File: src/absd_pkg.sv
// Types and constants shared by the ADC block average and seat detect block.
// No dependencies; every other file uses this package by scoped names.
package absd_pkg;

  localparam int SAMPLE_W  = 12;
  localparam int SUM_W     = 15;
  localparam int HOLD_W    = 10;
  localparam int IDX_W     = 3;
  localparam int NUM_CH    = 7;
  localparam int NUM_SEATS = 4;
  localparam int CFG_IDX_W = 4;

  localparam logic [CFG_IDX_W-1:0] CFG_SEAT_THRESHOLD = 4'd0;
  localparam logic [CFG_IDX_W-1:0] CFG_HOLD_RELOAD    = 4'd1;

  localparam logic [SAMPLE_W-1:0] SEAT_THRESHOLD_RST = 12'd1000;
  localparam logic [HOLD_W-1:0]   HOLD_RELOAD_RST    = 10'd1000;

  typedef logic [SAMPLE_W-1:0] sample_t;
  typedef logic [SUM_W-1:0]    sum_t;
  typedef logic [HOLD_W-1:0]   hold_t;

  typedef sample_t [NUM_CH-1:0] scan_t;
  typedef sum_t    [NUM_CH-1:0] sums_t;

  typedef struct packed {
    logic  vld;
    sums_t sums;
  } blk_t;

  typedef struct packed {
    sample_t seat_threshold;
    hold_t   hold_reload;
  } cfg_t;

  typedef struct packed {
    scan_t                avg;
    logic [NUM_SEATS-1:0] mask;
    logic [2:0]           count;
  } res_t;

endpackage

File: src/absd_scan_if.sv
// Input channel: one ADC scan of seven 12-bit samples per word.
// Depends on absd_pkg for the sample type.
interface absd_scan_if;
  logic                valid;
  logic                ready;
  absd_pkg::sample_t   seat1_sample;
  absd_pkg::sample_t   seat2_sample;
  absd_pkg::sample_t   seat3_sample;
  absd_pkg::sample_t   seat4_sample;
  absd_pkg::sample_t   height1_sample;
  absd_pkg::sample_t   height2_sample;
  absd_pkg::sample_t   height3_sample;

  modport source (
    output valid, seat1_sample, seat2_sample, seat3_sample, seat4_sample,
           height1_sample, height2_sample, height3_sample,
    input  ready
  );
  modport sink (
    input  valid, seat1_sample, seat2_sample, seat3_sample, seat4_sample,
           height1_sample, height2_sample, height3_sample,
    output ready
  );
endinterface

File: src/absd_result_if.sv
// Output channel: block averages plus seat occupancy mask and count per word.
// Depends on absd_pkg for field types.
interface absd_result_if;
  logic                               valid;
  logic                               ready;
  absd_pkg::sample_t                  seat1_avg;
  absd_pkg::sample_t                  seat2_avg;
  absd_pkg::sample_t                  seat3_avg;
  absd_pkg::sample_t                  seat4_avg;
  absd_pkg::sample_t                  height1_avg;
  absd_pkg::sample_t                  height2_avg;
  absd_pkg::sample_t                  height3_avg;
  logic [absd_pkg::NUM_SEATS-1:0]     occupied_mask;
  logic [2:0]                         occupied_count;

  modport source (
    output valid, seat1_avg, seat2_avg, seat3_avg, seat4_avg,
           height1_avg, height2_avg, height3_avg, occupied_mask, occupied_count,
    input  ready
  );
  modport sink (
    input  valid, seat1_avg, seat2_avg, seat3_avg, seat4_avg,
           height1_avg, height2_avg, height3_avg, occupied_mask, occupied_count,
    output ready
  );
endinterface

File: src/absd_cfg_if.sv
// Configuration write channel: register index and write data per word.
// Depends on absd_pkg for widths.
interface absd_cfg_if;
  logic                               valid;
  logic                               ready;
  logic [absd_pkg::CFG_IDX_W-1:0]     index;
  logic [absd_pkg::SAMPLE_W-1:0]      data;

  modport source (output valid, index, data, input ready);
  modport sink (input valid, index, data, output ready);
endinterface

File: src/absd_accum.sv
// Scan input register and per-channel block sums with scan index.
// Depends on absd_pkg; hands a finished block of sums to absd_detect.
module absd_accum #(
  parameter int SCANS_PER_BLOCK = 5
) (
  input  logic            clk,
  input  logic            rst,
  input  logic            adv,
  input  logic            in_vld,
  input  absd_pkg::scan_t in_scan,
  output absd_pkg::blk_t  blk
);

  localparam int IW = absd_pkg::IDX_W + 1;
  localparam logic [IW-1:0] BLK_LEN = IW'(SCANS_PER_BLOCK);

  logic                         scan_vld;
  absd_pkg::scan_t              scan_q;
  absd_pkg::sums_t              sums;
  absd_pkg::sums_t              sums_tot;
  logic [absd_pkg::IDX_W-1:0]   scan_index;
  logic                         last;

  always_comb begin
    for (int c = 0; c < absd_pkg::NUM_CH; c++) begin
      sums_tot[c] = sums[c] + absd_pkg::sum_t'(scan_q[c]);
    end
    last = (IW'({1'b0, scan_index}) + IW'(1)) >= BLK_LEN;
  end

  always_ff @(posedge clk) begin
    if (rst) begin
      scan_vld   <= 1'b0;
      blk.vld    <= 1'b0;
      scan_index <= '0;
      sums       <= '0;
    end else if (adv) begin
      scan_vld <= in_vld;
      scan_q   <= in_scan;
      blk.vld  <= scan_vld && last;
      if (scan_vld) begin
        if (last) begin
          blk.sums   <= sums_tot;
          sums       <= '0;
          scan_index <= '0;
        end else begin
          sums       <= sums_tot;
          scan_index <= scan_index + 1'b1;
        end
      end
    end
  end

`ifndef SYNTHESIS
  a_index_in_block: assert property (@(posedge clk) disable iff (rst)
    IW'({1'b0, scan_index}) < BLK_LEN)
    else $error("scan index beyond block");

  a_block_restarts: assert property (@(posedge clk) disable iff (rst)
    blk.vld |-> (scan_index == '0))
    else $error("block emitted without index restart");
`endif

endmodule

File: src/absd_detect.sv
// Block average by reciprocal multiply, seat hold counters and result register.
// Depends on absd_pkg; fed by absd_accum.
module absd_detect #(
  parameter int SCANS_PER_BLOCK = 5
) (
  input  logic            clk,
  input  logic            rst,
  input  logic            adv,
  input  absd_pkg::blk_t  blk,
  input  absd_pkg::cfg_t  cfg,
  output logic            out_vld,
  output absd_pkg::res_t  res
);

  localparam int DIV_SHIFT = 18;
  localparam int MUL_W     = 19;
  localparam int PW        = absd_pkg::SUM_W + MUL_W;
  localparam logic [MUL_W-1:0] DIV_MUL =
    MUL_W'((2 ** DIV_SHIFT + SCANS_PER_BLOCK - 1) / SCANS_PER_BLOCK);

  logic [PW-1:0]                         prod [absd_pkg::NUM_CH];
  absd_pkg::scan_t                       avg;
  absd_pkg::hold_t                       hold      [absd_pkg::NUM_SEATS];
  absd_pkg::hold_t                       hold_next [absd_pkg::NUM_SEATS];
  logic [absd_pkg::NUM_SEATS-1:0]        mask_next;
  logic [2:0]                            count_next;

  always_comb begin
    for (int c = 0; c < absd_pkg::NUM_CH; c++) begin
      prod[c] = PW'(blk.sums[c]) * PW'(DIV_MUL);
      avg[c]  = prod[c][DIV_SHIFT +: absd_pkg::SAMPLE_W];
    end
    count_next = '0;
    for (int s = 0; s < absd_pkg::NUM_SEATS; s++) begin
      if (avg[s] < cfg.seat_threshold) begin
        hold_next[s] = cfg.hold_reload;
      end else if (hold[s] != '0) begin
        hold_next[s] = hold[s] - 1'b1;
      end else begin
        hold_next[s] = hold[s];
      end
      mask_next[s] = hold_next[s] != '0;
      count_next   = count_next + 3'(mask_next[s]);
    end
  end

  always_ff @(posedge clk) begin
    if (rst) begin
      out_vld <= 1'b0;
      for (int s = 0; s < absd_pkg::NUM_SEATS; s++) begin
        hold[s] <= '0;
      end
    end else if (adv) begin
      out_vld <= blk.vld;
      if (blk.vld) begin
        for (int s = 0; s < absd_pkg::NUM_SEATS; s++) begin
          hold[s] <= hold_next[s];
        end
        res.avg   <= avg;
        res.mask  <= mask_next;
        res.count <= count_next;
      end
    end
  end

`ifndef SYNTHESIS
  a_mask_matches_hold: assert property (@(posedge clk) disable iff (rst)
    out_vld |-> (res.mask[0] == (hold[0] != '0)) && (res.mask[1] == (hold[1] != '0)) &&
                (res.mask[2] == (hold[2] != '0)) && (res.mask[3] == (hold[3] != '0)))
    else $error("occupied mask out of step with hold counters");

  a_zero_reload_clears: assert property (@(posedge clk) disable iff (rst)
    (adv && blk.vld && cfg.hold_reload == '0 && avg[0] < cfg.seat_threshold)
      |=> (hold[0] == '0))
    else $error("zero reload left seat one held");
`endif

endmodule

File: src/adc_block_average_seat_detect.sv
// A result word passes the input register, sum register and result register, in
// that order, after the edge that takes the last scan of a block.
// Throughput: one scan word per cycle while not stalled; one result word per SCANS_PER_BLOCK scans.
// All stages advance together while the result register is empty or taken.
// Reset (synchronous): clears sums, scan index, hold counters and valids;
// seat_threshold and hold_reload return to 1000.
module adc_block_average_seat_detect #(
  parameter int SCANS_PER_BLOCK = 5
) (
  input  logic                 clk,
  input  logic                 rst,
  absd_scan_if.sink            scan,
  absd_result_if.source        result,
  absd_cfg_if.sink             cfg
);

  logic             adv;
  logic             out_vld;
  absd_pkg::scan_t  in_scan;
  absd_pkg::blk_t   blk;
  absd_pkg::cfg_t   cfg_q;
  absd_pkg::res_t   res;

  assign adv        = !out_vld || result.ready;
  assign scan.ready = adv;
  assign cfg.ready  = 1'b1;

  assign in_scan[0] = scan.seat1_sample;
  assign in_scan[1] = scan.seat2_sample;
  assign in_scan[2] = scan.seat3_sample;
  assign in_scan[3] = scan.seat4_sample;
  assign in_scan[4] = scan.height1_sample;
  assign in_scan[5] = scan.height2_sample;
  assign in_scan[6] = scan.height3_sample;

  always_ff @(posedge clk) begin
    if (rst) begin
      cfg_q.seat_threshold <= absd_pkg::SEAT_THRESHOLD_RST;
      cfg_q.hold_reload    <= absd_pkg::HOLD_RELOAD_RST;
    end else if (cfg.valid) begin
      case (cfg.index)
        absd_pkg::CFG_SEAT_THRESHOLD: cfg_q.seat_threshold <= cfg.data;
        absd_pkg::CFG_HOLD_RELOAD:    cfg_q.hold_reload <= cfg.data[absd_pkg::HOLD_W-1:0];
        default: ;
      endcase
    end
  end

  absd_accum #(
    .SCANS_PER_BLOCK (SCANS_PER_BLOCK)
  ) u_accum (
    .clk     (clk),
    .rst     (rst),
    .adv     (adv),
    .in_vld  (scan.valid),
    .in_scan (in_scan),
    .blk     (blk)
  );

  absd_detect #(
    .SCANS_PER_BLOCK (SCANS_PER_BLOCK)
  ) u_detect (
    .clk     (clk),
    .rst     (rst),
    .adv     (adv),
    .blk     (blk),
    .cfg     (cfg_q),
    .out_vld (out_vld),
    .res     (res)
  );

  assign result.valid          = out_vld;
  assign result.seat1_avg      = res.avg[0];
  assign result.seat2_avg      = res.avg[1];
  assign result.seat3_avg      = res.avg[2];
  assign result.seat4_avg      = res.avg[3];
  assign result.height1_avg    = res.avg[4];
  assign result.height2_avg    = res.avg[5];
  assign result.height3_avg    = res.avg[6];
  assign result.occupied_mask  = res.mask;
  assign result.occupied_count = res.count;

`ifndef SYNTHESIS
  a_count_matches_mask: assert property (@(posedge clk) disable iff (rst)
    result.valid |-> (result.occupied_count == 3'($countones(result.occupied_mask))))
    else $error("occupied count disagrees with mask");

  a_no_accept_while_blocked: assert property (@(posedge clk) disable iff (rst)
    (out_vld && !result.ready) |-> !scan.ready)
    else $error("scan taken while result word is blocked");
`endif

endmodule
File: src/flat_wrapper.sv
// flat-port wrapper written by rule: the top's interface ports become plain ports
module adc_block_average_seat_detect_flat 
#(
  parameter int SCANS_PER_BLOCK = 5
)
  (clk, rst, scan_valid, scan_seat1_sample, scan_seat2_sample, scan_seat3_sample, scan_seat4_sample, scan_height1_sample, scan_height2_sample, scan_height3_sample, scan_ready, result_valid, result_seat1_avg, result_seat2_avg, result_seat3_avg, result_seat4_avg, result_height1_avg, result_height2_avg, result_height3_avg, result_occupied_mask, result_occupied_count, result_ready, cfg_valid, cfg_index, cfg_data, cfg_ready);
  absd_scan_if scan_i ();
  absd_result_if result_i ();
  absd_cfg_if cfg_i ();
  input  logic clk;
  input  logic rst;
  input wire logic [$bits(scan_i.valid)-1:0] scan_valid;
  input wire logic [$bits(scan_i.seat1_sample)-1:0] scan_seat1_sample;
  input wire logic [$bits(scan_i.seat2_sample)-1:0] scan_seat2_sample;
  input wire logic [$bits(scan_i.seat3_sample)-1:0] scan_seat3_sample;
  input wire logic [$bits(scan_i.seat4_sample)-1:0] scan_seat4_sample;
  input wire logic [$bits(scan_i.height1_sample)-1:0] scan_height1_sample;
  input wire logic [$bits(scan_i.height2_sample)-1:0] scan_height2_sample;
  input wire logic [$bits(scan_i.height3_sample)-1:0] scan_height3_sample;
  output wire logic [$bits(scan_i.ready)-1:0] scan_ready;
  output wire logic [$bits(result_i.valid)-1:0] result_valid;
  output wire logic [$bits(result_i.seat1_avg)-1:0] result_seat1_avg;
  output wire logic [$bits(result_i.seat2_avg)-1:0] result_seat2_avg;
  output wire logic [$bits(result_i.seat3_avg)-1:0] result_seat3_avg;
  output wire logic [$bits(result_i.seat4_avg)-1:0] result_seat4_avg;
  output wire logic [$bits(result_i.height1_avg)-1:0] result_height1_avg;
  output wire logic [$bits(result_i.height2_avg)-1:0] result_height2_avg;
  output wire logic [$bits(result_i.height3_avg)-1:0] result_height3_avg;
  output wire logic [$bits(result_i.occupied_mask)-1:0] result_occupied_mask;
  output wire logic [$bits(result_i.occupied_count)-1:0] result_occupied_count;
  input wire logic [$bits(result_i.ready)-1:0] result_ready;
  input wire logic [$bits(cfg_i.valid)-1:0] cfg_valid;
  input wire logic [$bits(cfg_i.index)-1:0] cfg_index;
  input wire logic [$bits(cfg_i.data)-1:0] cfg_data;
  output wire logic [$bits(cfg_i.ready)-1:0] cfg_ready;
  assign scan_i.valid = scan_valid;
  assign scan_i.seat1_sample = scan_seat1_sample;
  assign scan_i.seat2_sample = scan_seat2_sample;
  assign scan_i.seat3_sample = scan_seat3_sample;
  assign scan_i.seat4_sample = scan_seat4_sample;
  assign scan_i.height1_sample = scan_height1_sample;
  assign scan_i.height2_sample = scan_height2_sample;
  assign scan_i.height3_sample = scan_height3_sample;
  assign scan_ready = scan_i.ready;
  assign result_valid = result_i.valid;
  assign result_seat1_avg = result_i.seat1_avg;
  assign result_seat2_avg = result_i.seat2_avg;
  assign result_seat3_avg = result_i.seat3_avg;
  assign result_seat4_avg = result_i.seat4_avg;
  assign result_height1_avg = result_i.height1_avg;
  assign result_height2_avg = result_i.height2_avg;
  assign result_height3_avg = result_i.height3_avg;
  assign result_occupied_mask = result_i.occupied_mask;
  assign result_occupied_count = result_i.occupied_count;
  assign result_i.ready = result_ready;
  assign cfg_i.valid = cfg_valid;
  assign cfg_i.index = cfg_index;
  assign cfg_i.data = cfg_data;
  assign cfg_ready = cfg_i.ready;
  adc_block_average_seat_detect #(.SCANS_PER_BLOCK(SCANS_PER_BLOCK)) u_core (.clk(clk), .rst(rst), .scan(scan_i), .result(result_i), .cfg(cfg_i));
endmodule
File: config.mk
export PLATFORM = sky130hd
export DESIGN_NAME = adc_block_average_seat_detect_flat
export DESIGN_NICKNAME = d
export VERILOG_FILES = /design/src/absd_pkg.sv /design/src/absd_scan_if.sv /design/src/absd_result_if.sv /design/src/absd_cfg_if.sv /design/src/absd_accum.sv /design/src/absd_detect.sv /design/src/adc_block_average_seat_detect.sv /design/src/flat_wrapper.sv
export SDC_FILE = /design/constraint.sdc
export NUM_CORES = 2
export LEC_CHECK = 0
export BUFFER_PORTS_ARGS = -buffer_cell sky130_fd_sc_hd__clkbuf_2
export CAP_MARGIN = 20
export CORE_MARGIN = 4
export CORE_UTILIZATION = 48
export DETAILED_ROUTE_END_ITERATION = 8
export PLACE_DENSITY = 0.62
export SYNTH_ARGS = -nofsm -noshare
export SYNTH_HDL_FRONTEND = slang
export SYNTH_SLANG_ARGS = --single-unit
File: constraint.sdc
create_clock -name clk -period 12.4 [get_ports clk]
set_clock_uncertainty 0.15 [all_clocks]
set_input_delay 1.24 -clock clk [delete_from_list [all_inputs] [get_ports clk]]
set_output_delay 1.24 -clock clk [all_outputs]
set_load 0.02 [all_outputs]
==> metrics.md <==
| Metric | Value |
|---|---|
| Run status | `completed` |
| Non-filler cells, final | `5704` |
| Leading cell type in the layout, fill and taps excluded | `sky130_fd_sc_hd__ha_1` |
| Critical path fanouts, max | `15` |
| Filler instances | `roughly 8200` |
| Antenna violations before repair | `7` |
| Post-detailed-route wirelength per cell | `18.1 um` |
| Clock insertion delay at the later pin of the skew report | `0.65 ns` |
| Maximum number of pins on one net before global-route repair | `69` |
| Floorplan die width | `313 um` |
| Cell area after technology mapping | `0.0447 mm2` |
| Fraction of layout cells with a size suffix above 1 | `0.0836` |
| Top cell type's share of synthesized area | `0.252` |
| Total of warnings raised by yosys | `0` |
| Vias per cell | `approximately 5.3` |
| Cell Rows | `111` |
| Post-Syn Area per Cell | `between 10 and 15 um2` |
| Register-to-register setup slack | `between 3 and 4 ns` |
| Post-DRT Antenna Nets | `0` |
| Number of distinct standard cells referenced by the synthesized netlist | `77` |
| Final Net Count | `approximately 5800` |
| Number of setup violations in the final report | `0` |
| Tot GR Track Use | `0.215` |
| Crit-path max cell delay | `0.63 ns` |
| Number of detailed-route iterations in the first pass | `5` |
| Final setup TNS | `0 ns` |
| CP endpoint kind | `flip-flop` |
| Top post-synthesis cells by area | `sky130_fd_sc_hd__ha_1 25%, sky130_fd_sc_hd__edfxtp_1 21%, sky130_fd_sc_hd__fa_1 19%, sky130_fd_sc_hd__inv_1 6.7%, sky130_fd_sc_hd__dfxtp_1 6.0%` |
| Mapped Nets | `5609` |
| Number of flops mapped to enable cells by yosys | `320` |
| Count of endpoints failing hold in the final timing report | `0` |
| GRT overflow | `0` |
| Seq/Total Area, Yosys | `0.274` |
| Post-cts gate resize count | `0` |
| Clock tree from TritonCTS | `done` |
| Half-perimeter wire length after detailed placement | `83900 um` |
| Total detailed-routing wirelength | `103000 um` |
| Total via count in the routed design | `around 30000` |
| Clock transition time at the flip-flop clock pins of the worst setup and hold paths | `0.06 ns` |
| Number of buffers inserted for hold repair after clock tree synthesis | `0` |
| Count of clock tree sinks | `453` |
| Max rail drop VDD | `104 uV` |
| Slew Limit Fails | `0` |
| Most used cells in the layout excluding fill and tap cells | `899 x sky130_fd_sc_hd__ha_1, 798 x sky130_fd_sc_hd__inv_1, 415 x sky130_fd_sc_hd__fa_1, 320 x sky130_fd_sc_hd__edfxtp_1, 208 x sky130_fd_sc_hd__nor2_1` |
| Number of global-route vias before repair | `31100` |
| Share of the clock period used by the worst path after layout | `0.753` |
| Setup repair after global routing missed its margin | `no` |
| Buffer depth of the longest clock path | `3` |
| Initial DRC Count | `~1600` |
| Cell repeated most along the worst path | `sky130_fd_sc_hd__ha_1` |
| Transition time at the pin with the least slew margin | `1.02 ns` |
| Number of buffers created by CTS | `57` |
| Floorplan Core Area | `0.0921 mm2` |
| Power density relative to cell area | `80.9 mW/mm2` |
| Arrival time at the worst endpoint | `9.58 ns` |
| Highest attainable clock frequency | `107 MHz` |
| Wire length of the first global-routing pass | `167000 um` |
| Category of the most critical setup path | `reg2reg` |
| Worst Path Required | `12.65 ns` |
| Clock root buffer master | `sky130_fd_sc_hd__clkbuf_16` |
| Type of the most critical hold path | `reg2reg` |
| Slowest stage cell on the critical path | `sky130_fd_sc_hd__nor2_2` |
| Gpl congestion | `0.881` |
| Area of the die | `0.0981 mm2` |
| Port Buffer Count | `a little under 200` |
| Number of top-level design ports | `199` |
| Cells after synthesis | `4190` |
| Number of synthesized register bits | `453` |
| Number of max-cap violations | `0` |
| Leakage Power | `23.9 nW` |
| Starting density of the core | `0.486` |
| Dominant cell type by area after synthesis | `sky130_fd_sc_hd__ha_1` |
| Remaining DRCs | `0` |
| Startpoint kind of the worst setup timing path | `flip-flop` |
| Die Y-Extent | `313 um` |
| Share of async-settable or async-resettable flops after synthesis | `0` |
| Area growth from synthesis to layout | `10.1%` |
| Placed Instances | `5595` |
| Post-CTS Setup Inserts | `0` |
| Headroom to the max-slew limit | `0.314` |
| Prevailing post-synth register cell | `sky130_fd_sc_hd__edfxtp_1` |
| Final period demand of the worst path | `9.33 ns` |
| CTS H-Tree Depth | `2` |
[synth_stat cells, types with 39 or more instances]
master                       n
sky130_fd_sc_hd__dfxtp_1   133
sky130_fd_sc_hd__edfxtp_1  320
sky130_fd_sc_hd__a21o_1     49
sky130_fd_sc_hd__a22oi_1    45
sky130_fd_sc_hd__a21oi_1   143
sky130_fd_sc_hd__xnor2_1   136
sky130_fd_sc_hd__fa_1      415
sky130_fd_sc_hd__nor2_1    212
sky130_fd_sc_hd__ha_1      899
sky130_fd_sc_hd__a31oi_1    40
sky130_fd_sc_hd__clkbuf_1   39
sky130_fd_sc_hd__nand3_1    77
sky130_fd_sc_hd__o21ai_0    97
sky130_fd_sc_hd__xor2_1     56
sky130_fd_sc_hd__inv_1     798
sky130_fd_sc_hd__nor3_1     96
sky130_fd_sc_hd__nand2_1   145
[kinds of logic (layout without fill, tap and decap cells)]
group	Yosys count	in the layout	share of synthesized area
other	1	2	0.0000838
AOI/OAI and AO/OA	594	594	0.0890
muxes	38	38	0.00859
and+or+nand+nor	744	744	0.0810
adders and majority gates	1314	1314	0.437
buffers and inverters	854	1124	0.0721
DFF	453	453	0.274
xor gates and xnor gates	192	192	0.0376
[worst paths after layout]
kind,to,from,cells past startpoint
max,u_core.u_detect.res[1]$_DFFE_PP_,u_core.u_accum.blk[17]$_DFFE_PP_,31
min,u_core.u_accum.sums[77]$_SDFFE_PP0P_,u_core.u_accum.sums[77]$_SDFFE_PP0P_,2
max reg2reg,u_core.u_detect.res[1]$_DFFE_PP_,u_core.u_accum.blk[17]$_DFFE_PP_,31
min reg2reg,u_core.u_accum.sums[77]$_SDFFE_PP0P_,u_core.u_accum.sums[77]$_SDFFE_PP0P_,2
[critical path: cells and delay by family (launching register included)]
family	cells	cell delay [ns]
compound gates	10	2.12
simple gates	7	1.85
xor+xnor	1	0.25
fa+ha+maj	11	4.13
flops	1	0.45
buf+inv	2	0.09
[area by class of cell]
cell class	instances	area, um2	area share
Antenna cell	1	2.50	0.0000508
Clock buffer	76	1610	0.0327
Clock inverter	32	367	0.00744
Inverter	800	3010	0.0611
Multi-Input combinational cell	2883	29300	0.595
Sequential cell	453	12300	0.249
Tap cell	1243	1560	0.0316
Timing Repair Buffer	216	1150	0.0234
[through the flow]
stage | hold slack [ns] | setup WS [ns] | utilization | area (um2) | power, W
5_1_grt | 0.316 | 2.46 | 0.535 | 49200 | 0.00417
6_report | 0.304 | 3.07 | 0.535 | 49300 | 0.00398
2_1_floorplan | 0.286 | 2.50 | - | 44700 | 0.00211
3_5_place_dp | 0.299 | 3.19 | 0.513 | 47300 | 0.00225
3_3_place_gp | 0.291 | 3.32 | 0.513 | 47200 | 0.00225
4_1_cts | 0.306 | 3.09 | 0.535 | 49200 | 0.00404
[metal layers]
| metal | GRT usage | routed length [um] | vias to the layer above |
|---|---|---|---|
| li1 | - | - | 14800 |
| met3 | 0.0337 | 5060 | 111 |
| met1 | 0.295 | 47800 | 14500 |
| met5 | 0 | 41 | - |
| met4 | 0.0529 | 2360 | 6 |
| met2 | 0.358 | 47700 | 490 |
[registers in the layout, summed over array words and instances (netlist names)]
name / flops
u_core.u_detect.out_vld: 1
u_core.cfg_q: 22
u_core.u_accum.scan_q: 84
u_core.u_accum.sums: 105
u_core.u_accum.scan_vld: 1
u_core.u_accum.blk: 106
u_core.u_detect.hold: 40
u_core.u_detect.res: 91
u_core.u_accum.scan_index: 3
[power by group]
group          internal, W  switching [W]
clock network      0.00106       0.000705
registers          0.00169      0.0000394
logic             0.000202       0.000285
(Power assumes the default switching activity.)
